<file path="src/rtl/clns_pkg.sv">
package clns_pkg;

  // Depth of the job queue between the request front and the segment back.
  localparam int unsigned QDepth = 2;
  localparam int unsigned QPtrW  = (QDepth > 1) ? $clog2(QDepth) : 1;
  localparam int unsigned QCntW  = $clog2(QDepth + 1);

  localparam int unsigned CfgIdxW = 2;
  localparam int unsigned CfgW    = 16;

  typedef enum logic [1:0] {
    FuncCmd  = 2'd0,
    FuncData = 2'd1,
    FuncInit = 2'd2,
    FuncGoto = 2'd3
  } func_e;

  localparam logic [CfgIdxW-1:0] RegEnablePulse = 2'd0;
  localparam logic [CfgIdxW-1:0] RegPowerUp     = 2'd1;
  localparam logic [CfgIdxW-1:0] RegCmdSettle   = 2'd2;
  localparam logic [CfgIdxW-1:0] RegClearSettle = 2'd3;

  localparam logic [CfgW-1:0] EnablePulseRst = 16'd1000;
  localparam logic [CfgW-1:0] PowerUpRst     = 16'd35000;
  localparam logic [CfgW-1:0] CmdSettleRst   = 16'd45;
  localparam logic [CfgW-1:0] ClearSettleRst = 16'd2000;

  localparam logic [3:0] LoneNibble     = 4'b0010;
  localparam logic [7:0] CmdFunctionSet = 8'b0010_1000;
  localparam logic [7:0] CmdDisplayCtrl = 8'b0000_1111;
  localparam logic [7:0] CmdClear       = 8'b0000_0001;
  localparam logic [7:0] CmdEntryMode   = 8'b0000_0110;
  localparam logic [7:0] CmdSetAddr     = 8'h80;

  // One unit of work for the back end: a single byte, or the whole init run.
  typedef struct packed {
    logic       is_init;
    logic       rs;
    logic [7:0] data;
  } job_t;

  typedef struct packed {
    logic [CfgW-1:0] enable_pulse;
    logic [CfgW-1:0] power_up;
    logic [CfgW-1:0] cmd_settle;
    logic [CfgW-1:0] clear_settle;
  } cfg_t;

  typedef struct packed {
    logic        rs;
    logic        en;
    logic [3:0]  nib;
    logic [15:0] hold;
    logic        last;
  } seg_t;

  function automatic logic [7:0] line_offset(input logic [1:0] line);
    logic [7:0] off;
    case (line)
      2'd0:    off = 8'h00;
      2'd1:    off = 8'h40;
      2'd2:    off = 8'h14;
      2'd3:    off = 8'h54;
      default: off = 8'h00;
    endcase
    return off;
  endfunction

  function automatic logic [7:0] init_byte(input logic [1:0] idx);
    logic [7:0] b;
    case (idx)
      2'd0:    b = CmdFunctionSet;
      2'd1:    b = CmdDisplayCtrl;
      2'd2:    b = CmdClear;
      2'd3:    b = CmdEntryMode;
      default: b = CmdEntryMode;
    endcase
    return b;
  endfunction

endpackage

</file>
<file path="src/rtl/clns_front.sv">
module clns_front (
  input  logic              push,
  output logic              full,
  input  logic [1:0]        func_i,
  input  logic [7:0]        value_i,
  input  logic [2:0]        line_i,
  input  logic [6:0]        cell_req_i,
  input  logic              q_full_i,
  output logic              q_push_o,
  output clns_pkg::job_t    q_job_o
);
  import clns_pkg::*;

  logic       accept;
  logic [7:0] goto_cmd;
  logic       drop;

  assign full   = q_full_i;
  assign accept = push && !q_full_i;

  // Set-address command wraps modulo 256 by the 8-bit sum.
  assign goto_cmd = CmdSetAddr + line_offset(line_i[1:0]) + {1'b0, cell_req_i};

  // A goto to a line beyond the fourth produces nothing at all.
  assign drop = (func_i == FuncGoto) && line_i[2];

  always_comb begin
    q_job_o = '{is_init: 1'b0, rs: 1'b0, data: value_i};
    case (func_i)
      FuncCmd:  q_job_o.rs = 1'b0;
      FuncData: q_job_o.rs = 1'b1;
      FuncInit: q_job_o.is_init = 1'b1;
      FuncGoto: q_job_o.data = goto_cmd;
      default:  q_job_o.rs = 1'b0;
    endcase
  end

  assign q_push_o = accept && !drop;

endmodule

</file>
<file path="src/rtl/clns_queue.sv">
module clns_queue (
  input  logic           clk_i,
  input  logic           rst_ni,
  input  logic           push_i,
  input  clns_pkg::job_t wdata_i,
  output logic           full_o,
  output logic           avail_o,
  input  logic           pop_i,
  output clns_pkg::job_t rdata_o
);
  import clns_pkg::*;

  job_t             mem_q [QDepth];
  logic [QPtrW-1:0] wr_ptr_q, wr_ptr_d;
  logic [QPtrW-1:0] rd_ptr_q, rd_ptr_d;
  logic [QCntW-1:0] cnt_q, cnt_d;

  assign full_o  = (cnt_q == QCntW'(QDepth));
  assign avail_o = (cnt_q != '0);
  assign rdata_o = mem_q[rd_ptr_q];

  function automatic logic [QPtrW-1:0] ptr_inc(input logic [QPtrW-1:0] p);
    return (p == QPtrW'(QDepth - 1)) ? '0 : p + 1'b1;
  endfunction

  always_comb begin
    wr_ptr_d = push_i ? ptr_inc(wr_ptr_q) : wr_ptr_q;
    rd_ptr_d = pop_i ? ptr_inc(rd_ptr_q) : rd_ptr_q;
    cnt_d    = cnt_q;
    if (push_i && !pop_i) begin
      cnt_d = cnt_q + 1'b1;
    end else if (pop_i && !push_i) begin
      cnt_d = cnt_q - 1'b1;
    end
  end

  always_ff @(posedge clk_i or negedge rst_ni) begin
    if (!rst_ni) begin
      wr_ptr_q <= '0;
      rd_ptr_q <= '0;
      cnt_q    <= '0;
    end else begin
      wr_ptr_q <= wr_ptr_d;
      rd_ptr_q <= rd_ptr_d;
      cnt_q    <= cnt_d;
    end
  end

  always_ff @(posedge clk_i) begin
    if (push_i) begin
      mem_q[wr_ptr_q] <= wdata_i;
    end
  end

  a_cnt_bound: assert property (@(posedge clk_i) disable iff (!rst_ni)
    cnt_q <= QCntW'(QDepth))
    else $error("job queue count above depth");

  a_no_pop_empty: assert property (@(posedge clk_i) disable iff (!rst_ni)
    pop_i |-> cnt_q != '0)
    else $error("job queue popped while empty");

  a_no_push_full: assert property (@(posedge clk_i) disable iff (!rst_ni)
    push_i |-> cnt_q != QCntW'(QDepth))
    else $error("job queue pushed while full");

endmodule

</file>
<file path="src/rtl/clns_back.sv">
module clns_back (
  input  logic           clk_i,
  input  logic           rst_ni,
  input  clns_pkg::cfg_t cfg_i,
  input  logic           job_avail_i,
  input  clns_pkg::job_t job_i,
  output logic           job_pop_o,
  output logic           seg_vld_o,
  output clns_pkg::seg_t seg_o,
  input  logic           seg_pop_i
);
  import clns_pkg::*;

  localparam logic [1:0] StIdle  = 2'd0;
  localparam logic [1:0] StPower = 2'd1;
  localparam logic [1:0] StLone  = 2'd2;
  localparam logic [1:0] StBytes = 2'd3;

  localparam logic [2:0] PhHiPulse = 3'd1;
  localparam logic [2:0] PhLoneEnd = 3'd2;
  localparam logic [2:0] PhLoStart = 3'd3;
  localparam logic [2:0] PhLoPulse = 3'd4;
  localparam logic [2:0] PhByteEnd = 3'd5;
  localparam logic [1:0] LastByte  = 2'd3;

  logic [1:0] st_q, st_d;
  logic [2:0] ph_q, ph_d;
  logic [1:0] bi_q, bi_d;
  job_t       job_q, job_d;
  logic       vld_q, vld_d;
  seg_t       seg_q, seg_d;

  logic       adv;
  logic [7:0] cur_byte;
  logic [15:0] settle;
  seg_t       seg_cur;

  assign adv = !vld_q || seg_pop_i;

  assign cur_byte = job_q.is_init ? init_byte(bi_q) : job_q.data;

  always_comb begin
    settle = '0;
    if (job_q.is_init) begin
      case (bi_q)
        2'd0, 2'd1: settle = cfg_i.cmd_settle;
        2'd2:       settle = cfg_i.clear_settle;
        default:    settle = '0;
      endcase
    end
  end

  always_comb begin
    seg_cur = '{rs: job_q.rs, en: 1'b0, nib: 4'd0, hold: 16'd0, last: 1'b0};
    case (st_q)
      StPower: begin
        seg_cur.rs   = 1'b0;
        seg_cur.hold = cfg_i.power_up;
      end
      StLone: begin
        seg_cur.rs   = 1'b0;
        seg_cur.nib  = LoneNibble;
        seg_cur.en   = (ph_q == PhHiPulse);
        seg_cur.hold = seg_cur.en ? cfg_i.enable_pulse : 16'd0;
      end
      StBytes: begin
        seg_cur.nib  = (ph_q < PhLoStart) ? cur_byte[7:4] : cur_byte[3:0];
        seg_cur.en   = (ph_q == PhHiPulse) || (ph_q == PhLoPulse);
        seg_cur.hold = seg_cur.en ? cfg_i.enable_pulse
                     : ((ph_q == PhByteEnd) ? settle : 16'd0);
        seg_cur.last = (ph_q == PhByteEnd) && (!job_q.is_init || bi_q == LastByte);
      end
      default: seg_cur.rs = job_q.rs;
    endcase
  end

  always_comb begin
    st_d      = st_q;
    ph_d      = ph_q;
    bi_d      = bi_q;
    job_d     = job_q;
    vld_d     = vld_q;
    seg_d     = seg_q;
    job_pop_o = 1'b0;

    if (adv) begin
      vld_d = 1'b0;
    end

    case (st_q)
      StIdle: begin
        if (job_avail_i) begin
          job_pop_o = 1'b1;
          job_d     = job_i;
          ph_d      = '0;
          bi_d      = '0;
          st_d      = job_i.is_init ? StPower : StBytes;
        end
      end
      StPower: begin
        if (adv) begin
          st_d = StLone;
          ph_d = '0;
        end
      end
      StLone: begin
        if (adv) begin
          if (ph_q == PhLoneEnd) begin
            st_d = StBytes;
            ph_d = '0;
          end else begin
            ph_d = ph_q + 1'b1;
          end
        end
      end
      StBytes: begin
        if (adv) begin
          if (ph_q == PhByteEnd) begin
            ph_d = '0;
            if (seg_cur.last) begin
              st_d = StIdle;
            end else begin
              bi_d = bi_q + 1'b1;
            end
          end else begin
            ph_d = ph_q + 1'b1;
          end
        end
      end
      default: st_d = StIdle;
    endcase

    if (adv && st_q != StIdle) begin
      vld_d = 1'b1;
      seg_d = seg_cur;
    end
  end

  always_ff @(posedge clk_i or negedge rst_ni) begin
    if (!rst_ni) begin
      st_q  <= StIdle;
      ph_q  <= '0;
      bi_q  <= '0;
      vld_q <= 1'b0;
    end else begin
      st_q  <= st_d;
      ph_q  <= ph_d;
      bi_q  <= bi_d;
      vld_q <= vld_d;
    end
  end

  always_ff @(posedge clk_i) begin
    job_q <= job_d;
    seg_q <= seg_d;
  end

  assign seg_vld_o = vld_q;
  assign seg_o     = seg_q;

  a_last_enable_low: assert property (@(posedge clk_i) disable iff (!rst_ni)
    vld_q && seg_q.last |-> !seg_q.en)
    else $error("final segment shown with enable high");

  a_load_when_idle: assert property (@(posedge clk_i) disable iff (!rst_ni)
    job_pop_o |-> (st_q == StIdle) && job_avail_i)
    else $error("job taken outside idle or from an empty queue");

  a_phase_bound: assert property (@(posedge clk_i) disable iff (!rst_ni)
    (st_q == StBytes) |-> (ph_q <= PhByteEnd))
    else $error("byte phase out of range");

  a_idle_phase: assert property (@(posedge clk_i) disable iff (!rst_ni)
    (st_q == StIdle) |-> (ph_q == '0))
    else $error("phase counter not cleared at end of job");

endmodule

</file>
<file path="src/rtl/char_lcd_nibble_sequencer.sv">
// Character LCD sequencer for the 4-bit bus mode.
// Requests come in through a queue-style port: a transfer happens at a rising
// edge with push high and full low. func selects a command byte, a data byte,
// the init run, or a goto that is turned into a set-address command.
// Results leave through a second queue-style port: while empty is low the
// oldest pin segment (reg_select, enable, nibble, hold_us, last) is on the
// outputs, and a transfer happens at a rising edge with pop high.
// A byte gives six segments, init gives 28, and a goto to lines four to seven
// gives none. last marks the final segment of each request.
// The first segment of a request passes from the job queue through the job
// register of the segment sequencer into the result register. With pop held
// high the segment sequencer gives one segment per cycle, and between jobs it
// returns to idle to fetch the next job from the two-entry job queue.
// When the receiver stalls, the current segment holds and the sequencer
// waits; requests keep being taken until the job queue fills, then full rises.
// Reset empties the job queue and the result register and loads the four
// timing registers with their defaults. The user must write them through
// cfg_we_i, cfg_index_i, cfg_data_i only while the block is idle; not enforced.
module char_lcd_nibble_sequencer (
  input  logic                          clk_i,
  input  logic                          rst_ni,
  input  logic                          push,
  output logic                          full,
  input  logic [1:0]                    func_i,
  input  logic [7:0]                    value_i,
  input  logic [2:0]                    line_i,
  input  logic [6:0]                    cell_req_i,
  output logic                          empty,
  input  logic                          pop,
  output logic                          reg_select_o,
  output logic                          enable_o,
  output logic [3:0]                    nibble_o,
  output logic [15:0]                   hold_us_o,
  output logic                          last_o,
  input  logic                          cfg_we_i,
  input  logic [clns_pkg::CfgIdxW-1:0]  cfg_index_i,
  input  logic [clns_pkg::CfgW-1:0]     cfg_data_i
);
  import clns_pkg::*;

  cfg_t  cfg_q, cfg_d;
  logic  q_full, q_push, q_avail, q_pop;
  job_t  q_wjob, q_rjob;
  logic  seg_vld;
  seg_t  seg;

  // Timing registers. A write to an index outside the list changes nothing.
  always_comb begin
    cfg_d = cfg_q;
    if (cfg_we_i) begin
      case (cfg_index_i)
        RegEnablePulse: cfg_d.enable_pulse = cfg_data_i;
        RegPowerUp:     cfg_d.power_up     = cfg_data_i;
        RegCmdSettle:   cfg_d.cmd_settle   = cfg_data_i;
        RegClearSettle: cfg_d.clear_settle = cfg_data_i;
        default:        cfg_d = cfg_q;
      endcase
    end
  end

  always_ff @(posedge clk_i or negedge rst_ni) begin
    if (!rst_ni) begin
      cfg_q <= '{enable_pulse: EnablePulseRst, power_up: PowerUpRst,
                 cmd_settle: CmdSettleRst, clear_settle: ClearSettleRst};
    end else begin
      cfg_q <= cfg_d;
    end
  end

  // The front classifies each request into a job and drops dead gotos.
  clns_front u_front (
    .push       (push),
    .full       (full),
    .func_i     (func_i),
    .value_i    (value_i),
    .line_i     (line_i),
    .cell_req_i (cell_req_i),
    .q_full_i   (q_full),
    .q_push_o   (q_push),
    .q_job_o    (q_wjob)
  );

  // The job queue lets the front keep taking requests while the back is busy.
  clns_queue u_queue (
    .clk_i   (clk_i),
    .rst_ni  (rst_ni),
    .push_i  (q_push),
    .wdata_i (q_wjob),
    .full_o  (q_full),
    .avail_o (q_avail),
    .pop_i   (q_pop),
    .rdata_o (q_rjob)
  );

  // The back steps through the segments of one job into the result register.
  clns_back u_back (
    .clk_i       (clk_i),
    .rst_ni      (rst_ni),
    .cfg_i       (cfg_q),
    .job_avail_i (q_avail),
    .job_i       (q_rjob),
    .job_pop_o   (q_pop),
    .seg_vld_o   (seg_vld),
    .seg_o       (seg),
    .seg_pop_i   (pop)
  );

  assign empty        = !seg_vld;
  assign reg_select_o = seg.rs;
  assign enable_o     = seg.en;
  assign nibble_o     = seg.nib;
  assign hold_us_o    = seg.hold;
  assign last_o       = seg.last;

endmodule

</file>
<file path="config.mk">
export PLATFORM = sky130hd
export DESIGN_NAME = char_lcd_nibble_sequencer
export DESIGN_NICKNAME = d
export VERILOG_FILES = /design/src/rtl/clns_pkg.sv /design/src/rtl/clns_front.sv /design/src/rtl/clns_queue.sv /design/src/rtl/clns_back.sv /design/src/rtl/char_lcd_nibble_sequencer.sv
export SDC_FILE = /design/constraint.sdc
export NUM_CORES = 1
export LEC_CHECK = 0
export ABC_AREA = 1
export BUFFER_PORTS_ARGS = -buffer_cell sky130_fd_sc_hd__buf_2
export CORE_MARGIN = 8
export CORE_UTILIZATION = 53
export CTS_CLUSTER_DIAMETER = 60
export DETAILED_ROUTE_END_ITERATION = 7
export MAX_ROUTING_LAYER = met4
export PLACE_DENSITY = 0.76
export SETUP_SLACK_MARGIN = 0.15
export SYNTH_ARGS = -nofsm -noshare
export SYNTH_HDL_FRONTEND = slang
export SYNTH_SLANG_ARGS = --single-unit
</file>
<file path="constraint.sdc">
create_clock -name clk_i -period 2.6 [get_ports clk_i]
set_input_delay 0.52 -clock clk_i [delete_from_list [all_inputs] [get_ports clk_i]]
set_output_delay 0.52 -clock clk_i [all_outputs]
set_load 0.03 [all_outputs]
</file>
### Word level (Yosys, flattened, before mapping)

Memory sizes are Yosys's and may differ from the RTL's.
Cells that the tools add are included.

* $add $sub $neg: 8
* $lt $le $gt $ge: 1
* equal/unequal tests: 28
* mux-type cells: 46
* reductions and logical operators: 35

Operator list (count)
* 16-bit two-way mux: 4
* 8-bit one-hot mux with 4 select lines: 2
* 16-bit one-hot mux with 3 select lines: 1
* 16-bit one-hot mux with 2 select lines: 1
* 2-bit two-way mux: 14
* 2-bit equality test, second input constant: 11
* 3-bit two-way mux: 6
* 8-bit two-way mux: 2
* 2-bit by 1-bit inequality test with 1-bit output, second input constant: 6
* 3-bit one-hot mux with 4 select lines: 1
* 1-bit two-way mux: 11
* 2-bit by 1-bit equality test with 1-bit output, second input constant: 5
* 5-bit one-hot mux with 2 select lines: 1
* 2-bit AND reduction: 5
* 2-bit nonzero test: 5
* 8-bit by 7-bit adder with 8-bit output: 1
* 8-bit adder, first input constant: 1
* 2-bit logical NOT: 4
* 2-bit one-hot mux with 4 select lines: 1
* 1-bit logical AND: 7
* 7-bit AND reduction: 1
* 3-bit equality test, second input constant: 2
* 1-bit logical NOT: 6
* 5-bit AND reduction: 1
* other kinds (13): 19

* register bits after elaboration: 109
* bits in writable memories: 20
* input bits: 43
* output and inout port bits: 25
* memories kept: 1

Memories
* u_queue.mem_q: depth 2, width 10, rd ports 1, clocked after memory_dff 0, wr ports 1, RTL line clns_queue.sv:13 `job_t mem_q [QDepth];`

### Depth between registers and ports, before layout

* depth after elaboration: 8
* depth in mapped cells: 11

### Modules after synthesis

A second synthesis with hierarchy kept.

* cells, all modules: 766
* area total of the unflattened synthesis: 6652.6 sq um

Modules (own cells, without submodules)
* clns_back: instances 1, cells an instance 369, area each 2772.7 sq um, seq. area each 1191.1 sq um
* char_lcd_nibble_sequencer: instances 1, cells an instance 286, area each 2643.8 sq um, seq. area each 1629.1 sq um
* clns_queue: instances 1, cells an instance 56, area each 964.7 sq um, seq. area each 700.7 sq um
* clns_front: instances 1, cells an instance 55, area each 271.5 sq um, seq. area each 0.0 sq um

### Least setup slack after synthesis

OpenSTA, ideal clock, no wires.

* kind: register to register
* start: register u_back.st_q[0]
* end: register u_back.seg_q, in the netlist u_back.seg_o[0] (enable)
* library setup time: 0.411 ns
* arrival: 2.011 ns
* data required time: 2.189 ns
* path slack: 0.179 ns
* cell stages (with the launch flop): 5
* clock period less this slack: 2.421 ns
* cell sequence: dfrtp_1 -> inv_1 -> ha_1 -> clkbuf_1 -> a21oi_1

* longest elaborated chain between the ends: 2

Ends and longest elaborated chain
* start, declared: RTL line clns_back.sv:26 `logic [1:0] st_q, st_d;`
* start signal, assigned: RTL line clns_back.sv:141 `st_q <= StIdle;`
* start signal, assigned: RTL line clns_back.sv:146 `st_q <= st_d;`
* 2-bit nonzero test: RTL line clns_back.sv:133 `if (adv && st_q != StIdle) begin`
* 1-bit logical AND: RTL line clns_back.sv:133
* end signal, assigned: RTL line clns_back.sv:155 `seg_q <= seg_d;`
* end, declared: RTL line clns_back.sv:31 `seg_t seg_q, seg_d;`

No other way between the ends.
A chain may end at the register's enable or synchronous reset.

==> metrics.log <==
INFO  metric status = finished, final reports clean
INFO  metric power.density = 1090 nW/um^2
INFO  metric critical_path_class = reg2reg
INFO  metric die_height = 123 um
INFO  metric count_of_state_elements_after_synthesis = 129
INFO  metric layout.nets = 804
INFO  metric ctsHtreeMaxLevel = 4
INFO  metric postCtsResizedCells = 0
INFO  metric antenna_cells = 0
INFO  metric period_share = 78.6%
INFO  metric detail_route.iter0.violations = 294
INFO  metric tritoncts = yes
INFO  metric effective_utilization_at_floorplan = 53.7%
INFO  metric final.setup.tns = 0 ns
INFO  metric fin_crit = 2.04 ns
INFO  metric detailedRoute.firstPassIterationCount = 7
INFO  metric die-area = 15,100 um^2
INFO  metric synthesis_warnings = 0
INFO  metric timing.clock.skew = 0.00745 ns
INFO  metric via_count = 4,682
INFO  metric number_of_antenna_violations_at_the_first_check_in_global_routing = 0
INFO  metric grt_pass1_wl = 21,900 um
INFO  metric mappedNetlistArea = 6060 um^2
INFO  metric cp.arrival = 2.20 ns
INFO  metric worstSkewPairLatency = 0.41 ns
INFO  metric netlist.area_leader.share = 26.3%
INFO  metric first_global_vias = 4,558
INFO  metric post_route_cells_drive_above_1_share = 20.4%
INFO  metric mean_area_per_synthesized_cell = 8.89 um^2
INFO  metric synth.yosys.seq_area_share = 58.1%
INFO  metric critPathLaunchType = flip-flop
INFO  metric place.detailed.instances = 871
INFO  metric clock_sinks = 129
INFO  metric endpoint_kind = flip-flop
INFO  metric port_buffers = 67
INFO  metric netlist_top_cells_area = sky130_fd_sc_hd__edfxtp_1, sky130_fd_sc_hd__dfrtp_1, sky130_fd_sc_hd__nand2_1, sky130_fd_sc_hd__dfstp_2, sky130_fd_sc_hd__o21ai_0
INFO  metric worst_slew_pin_slew = 0.788 ns
INFO  metric peakVddDrop = 0.000500 V
INFO  metric path_max_fanout = 16
INFO  metric seq_power_share = 41.2%
INFO  metric clock_power_share = 29.6%
INFO  metric grt_setup_unrepaired = no
INFO  metric wirelength = 13,300 um
INFO  metric final-max-slew-violation-count = 0
INFO  metric grt_start_max_net_pins = 33
INFO  metric instances_no_fill = 903
INFO  metric pwr-share-comb = 29.2%
INFO  metric reg2reg_setup_slack = 0.56 ns
INFO  metric final_hold_violation_count = 0
INFO  metric synthesis.instances = 681
INFO  metric place.gp.congestion = 0.860
INFO  metric p_switching = 2.77 mW
INFO  metric maxCapViolCount = 0
INFO  metric pin_count = 68
INFO  metric cts.repair_timing.setup_buffer_count = 0
INFO  metric core-area = 11,300 um^2
INFO  metric syn_nets = 738
INFO  metric routedWlPerCell = 14.7 um
INFO  metric min-delay-path-class = in2async
INFO  metric timing.fmax = 489 MHz
INFO  metric clock-root-buffer = sky130_fd_sc_hd__clkbuf_16
INFO  metric area.growth.synth_to_final = 16.6%
INFO  metric worst_slew_margin_rel = 47.5%
INFO  metric cts_hold_buffers = 0
INFO  metric synthDistinctLibCells = 28
INFO  metric globalRoute.totalOverflow = 0
INFO  metric power_report.internal_total = 4.90 mW
INFO  metric yosysTopAreaCell = sky130_fd_sc_hd__edfxtp_1
INFO  metric leakagePower = 3.44 nW
INFO  metric switching_share = 36.1%
INFO  metric worst_ep_required_time = 2.75 ns
INFO  metric core.rowCount = 39
INFO  metric postRouteAntennaNets = 0
INFO  metric die_w = 123 um
INFO  metric place.detailed.hpwl = 8830 um
INFO  metric cts_buffers = 17
INFO  metric grt_use_total = 19.1%
INFO  metric clk_transition_reported_paths = 0.06 ns
INFO  metric per_cell_via_count_in_the_routed_design = 5.18
INFO  metric remaining_drc_errors = 0
INFO  metric cts.path.max_buffers = 2
INFO  metric setup_viol = 0
final timing paths:
| check | endpoint | start | cells past startpoint |
|---|---|---|---|
| worst max-delay path | u_back.seg_o[11] | u_back.bi_q[0] | 10 |
| worst min-delay path | cfg_q[14] | rst_ni | 1 |
| worst max register to register | u_back.seg_o[11] | u_back.bi_q[0] | 10 |
| worst min register to register | cfg_q[45] | cfg_q[45] | 2 |
| max in group asynchronous | cfg_q[18] | rst_ni | 2 |
| min in group clk_i | cfg_q[43] | cfg_data_i[11] | 3 |
critical path: stages (launching register included):
cell	delay [ns]
sky130_fd_sc_hd__dfrtp_1	0.44
sky130_fd_sc_hd__inv_1	0.11
sky130_fd_sc_hd__ha_1	0.20
sky130_fd_sc_hd__inv_1	0.05
sky130_fd_sc_hd__nand2_1	0.40
sky130_fd_sc_hd__nand2_1	0.22
sky130_fd_sc_hd__nand2_1	0.06
sky130_fd_sc_hd__nand2_1	0.08
sky130_fd_sc_hd__nand2_1	0.06
sky130_fd_sc_hd__nor2_1	0.11
sky130_fd_sc_hd__nor2_1	0.05
through the flow:
step / hold WS (ns) / setup slack [ns] / utilization (%) / cell area, um^2 / total power [mW]
finish: 0.130 / 0.555 / 62.6 / 7060 / 7.67
global route: 0.178 / 0.402 / 62.6 / 7060 / 8.09
CTS: 0.147 / 0.574 / 62.6 / 7060 / 7.69
detailed placement: 0.473 / 0.529 / 57.6 / 6490 / 5.40
global placement: 0.466 / 0.588 / 57.6 / 6490 / 5.32
floorplan: 0.224 / 0.179 / - / 6060 / 4.74
cells in the final DEF, fill, tap and decap left out, types with 14 or more instances in the layout:
cell                        count
sky130_fd_sc_hd__a21oi_1       14
sky130_fd_sc_hd__buf_2         67
sky130_fd_sc_hd__clkbuf_16     17
sky130_fd_sc_hd__dfrtp_1       54
sky130_fd_sc_hd__dfstp_2       22
sky130_fd_sc_hd__edfxtp_1      53
sky130_fd_sc_hd__ha_1          14
sky130_fd_sc_hd__inv_1         64
sky130_fd_sc_hd__nand2_1      250
sky130_fd_sc_hd__nand3_1       23
sky130_fd_sc_hd__nor2_1        48
sky130_fd_sc_hd__o21ai_0       76
power by group through the flow:
stage          Sequential [mW]  Clock (mW)  Combinational, mW
6_report                  3.16        2.27               2.24
5_1_grt                   3.22        2.39               2.48
4_1_cts                   3.15        2.29               2.24
3_5_place_dp              3.18           0               2.22
3_3_place_gp              3.16           0               2.16
2_1_floorplan             3.38           0               1.36
synth_stat cells, drive strengths merged:
cell    instances
nand2         252
o21ai          76
inv            68
dfrtp          54
edfxtp         53
nor2           53
nand3          25
a21oi          24
dfstp          22
clkbuf         20
ha             14
buf            10
xor2            4
o211ai          2
or2             2
nand3b          1
xnor2           1
sequential cells by signal, indices dropped and copies added (netlist names):
name / count
u_back.ph_q: 3
u_back.seg_o: 23
u_back.bi_q: 2
u_queue.rd_ptr_q: 1
u_queue.mem_q: 20
u_queue.cnt_q: 2
u_queue.wr_ptr_q: 1
u_back.st_q: 2
cfg_q: 64
u_back.job_q: 10
u_back.seg_vld_o: 1
cell type report:
cell class	count	area, um^2
Tap cell	143	179
Clock buffer	18	429
Inverter	68	255
Timing Repair Buffer	77	410
Multi-Input combinational cell	454	2120
Fill cell	857	4210
Sequential cell	129	3520
Clock inverter	14	141
cells by family (layout without fill, tap and decap cells):
kind of cell | after synthesis | in the layout | share of synthesized area, %
xor+xnor | 5 | 5 | 0.723
buf+inv | 98 | 177 | 6.86
fa+ha+maj | 14 | 14 | 2.89
simple gates | 333 | 333 | 22.3
flops | 129 | 129 | 58.1
compound gates | 102 | 102 | 9.07
layer usage:
layer	GRT usage, %	wire, um	vias to the layer above
li1	-	-	2295
met2	29.1	6160	192
met5	-	0	-
met3	4.98	1060	18
met4	7.31	218	0
met1	24.2	5870	2177
Power figures use the tool's default switching activity.
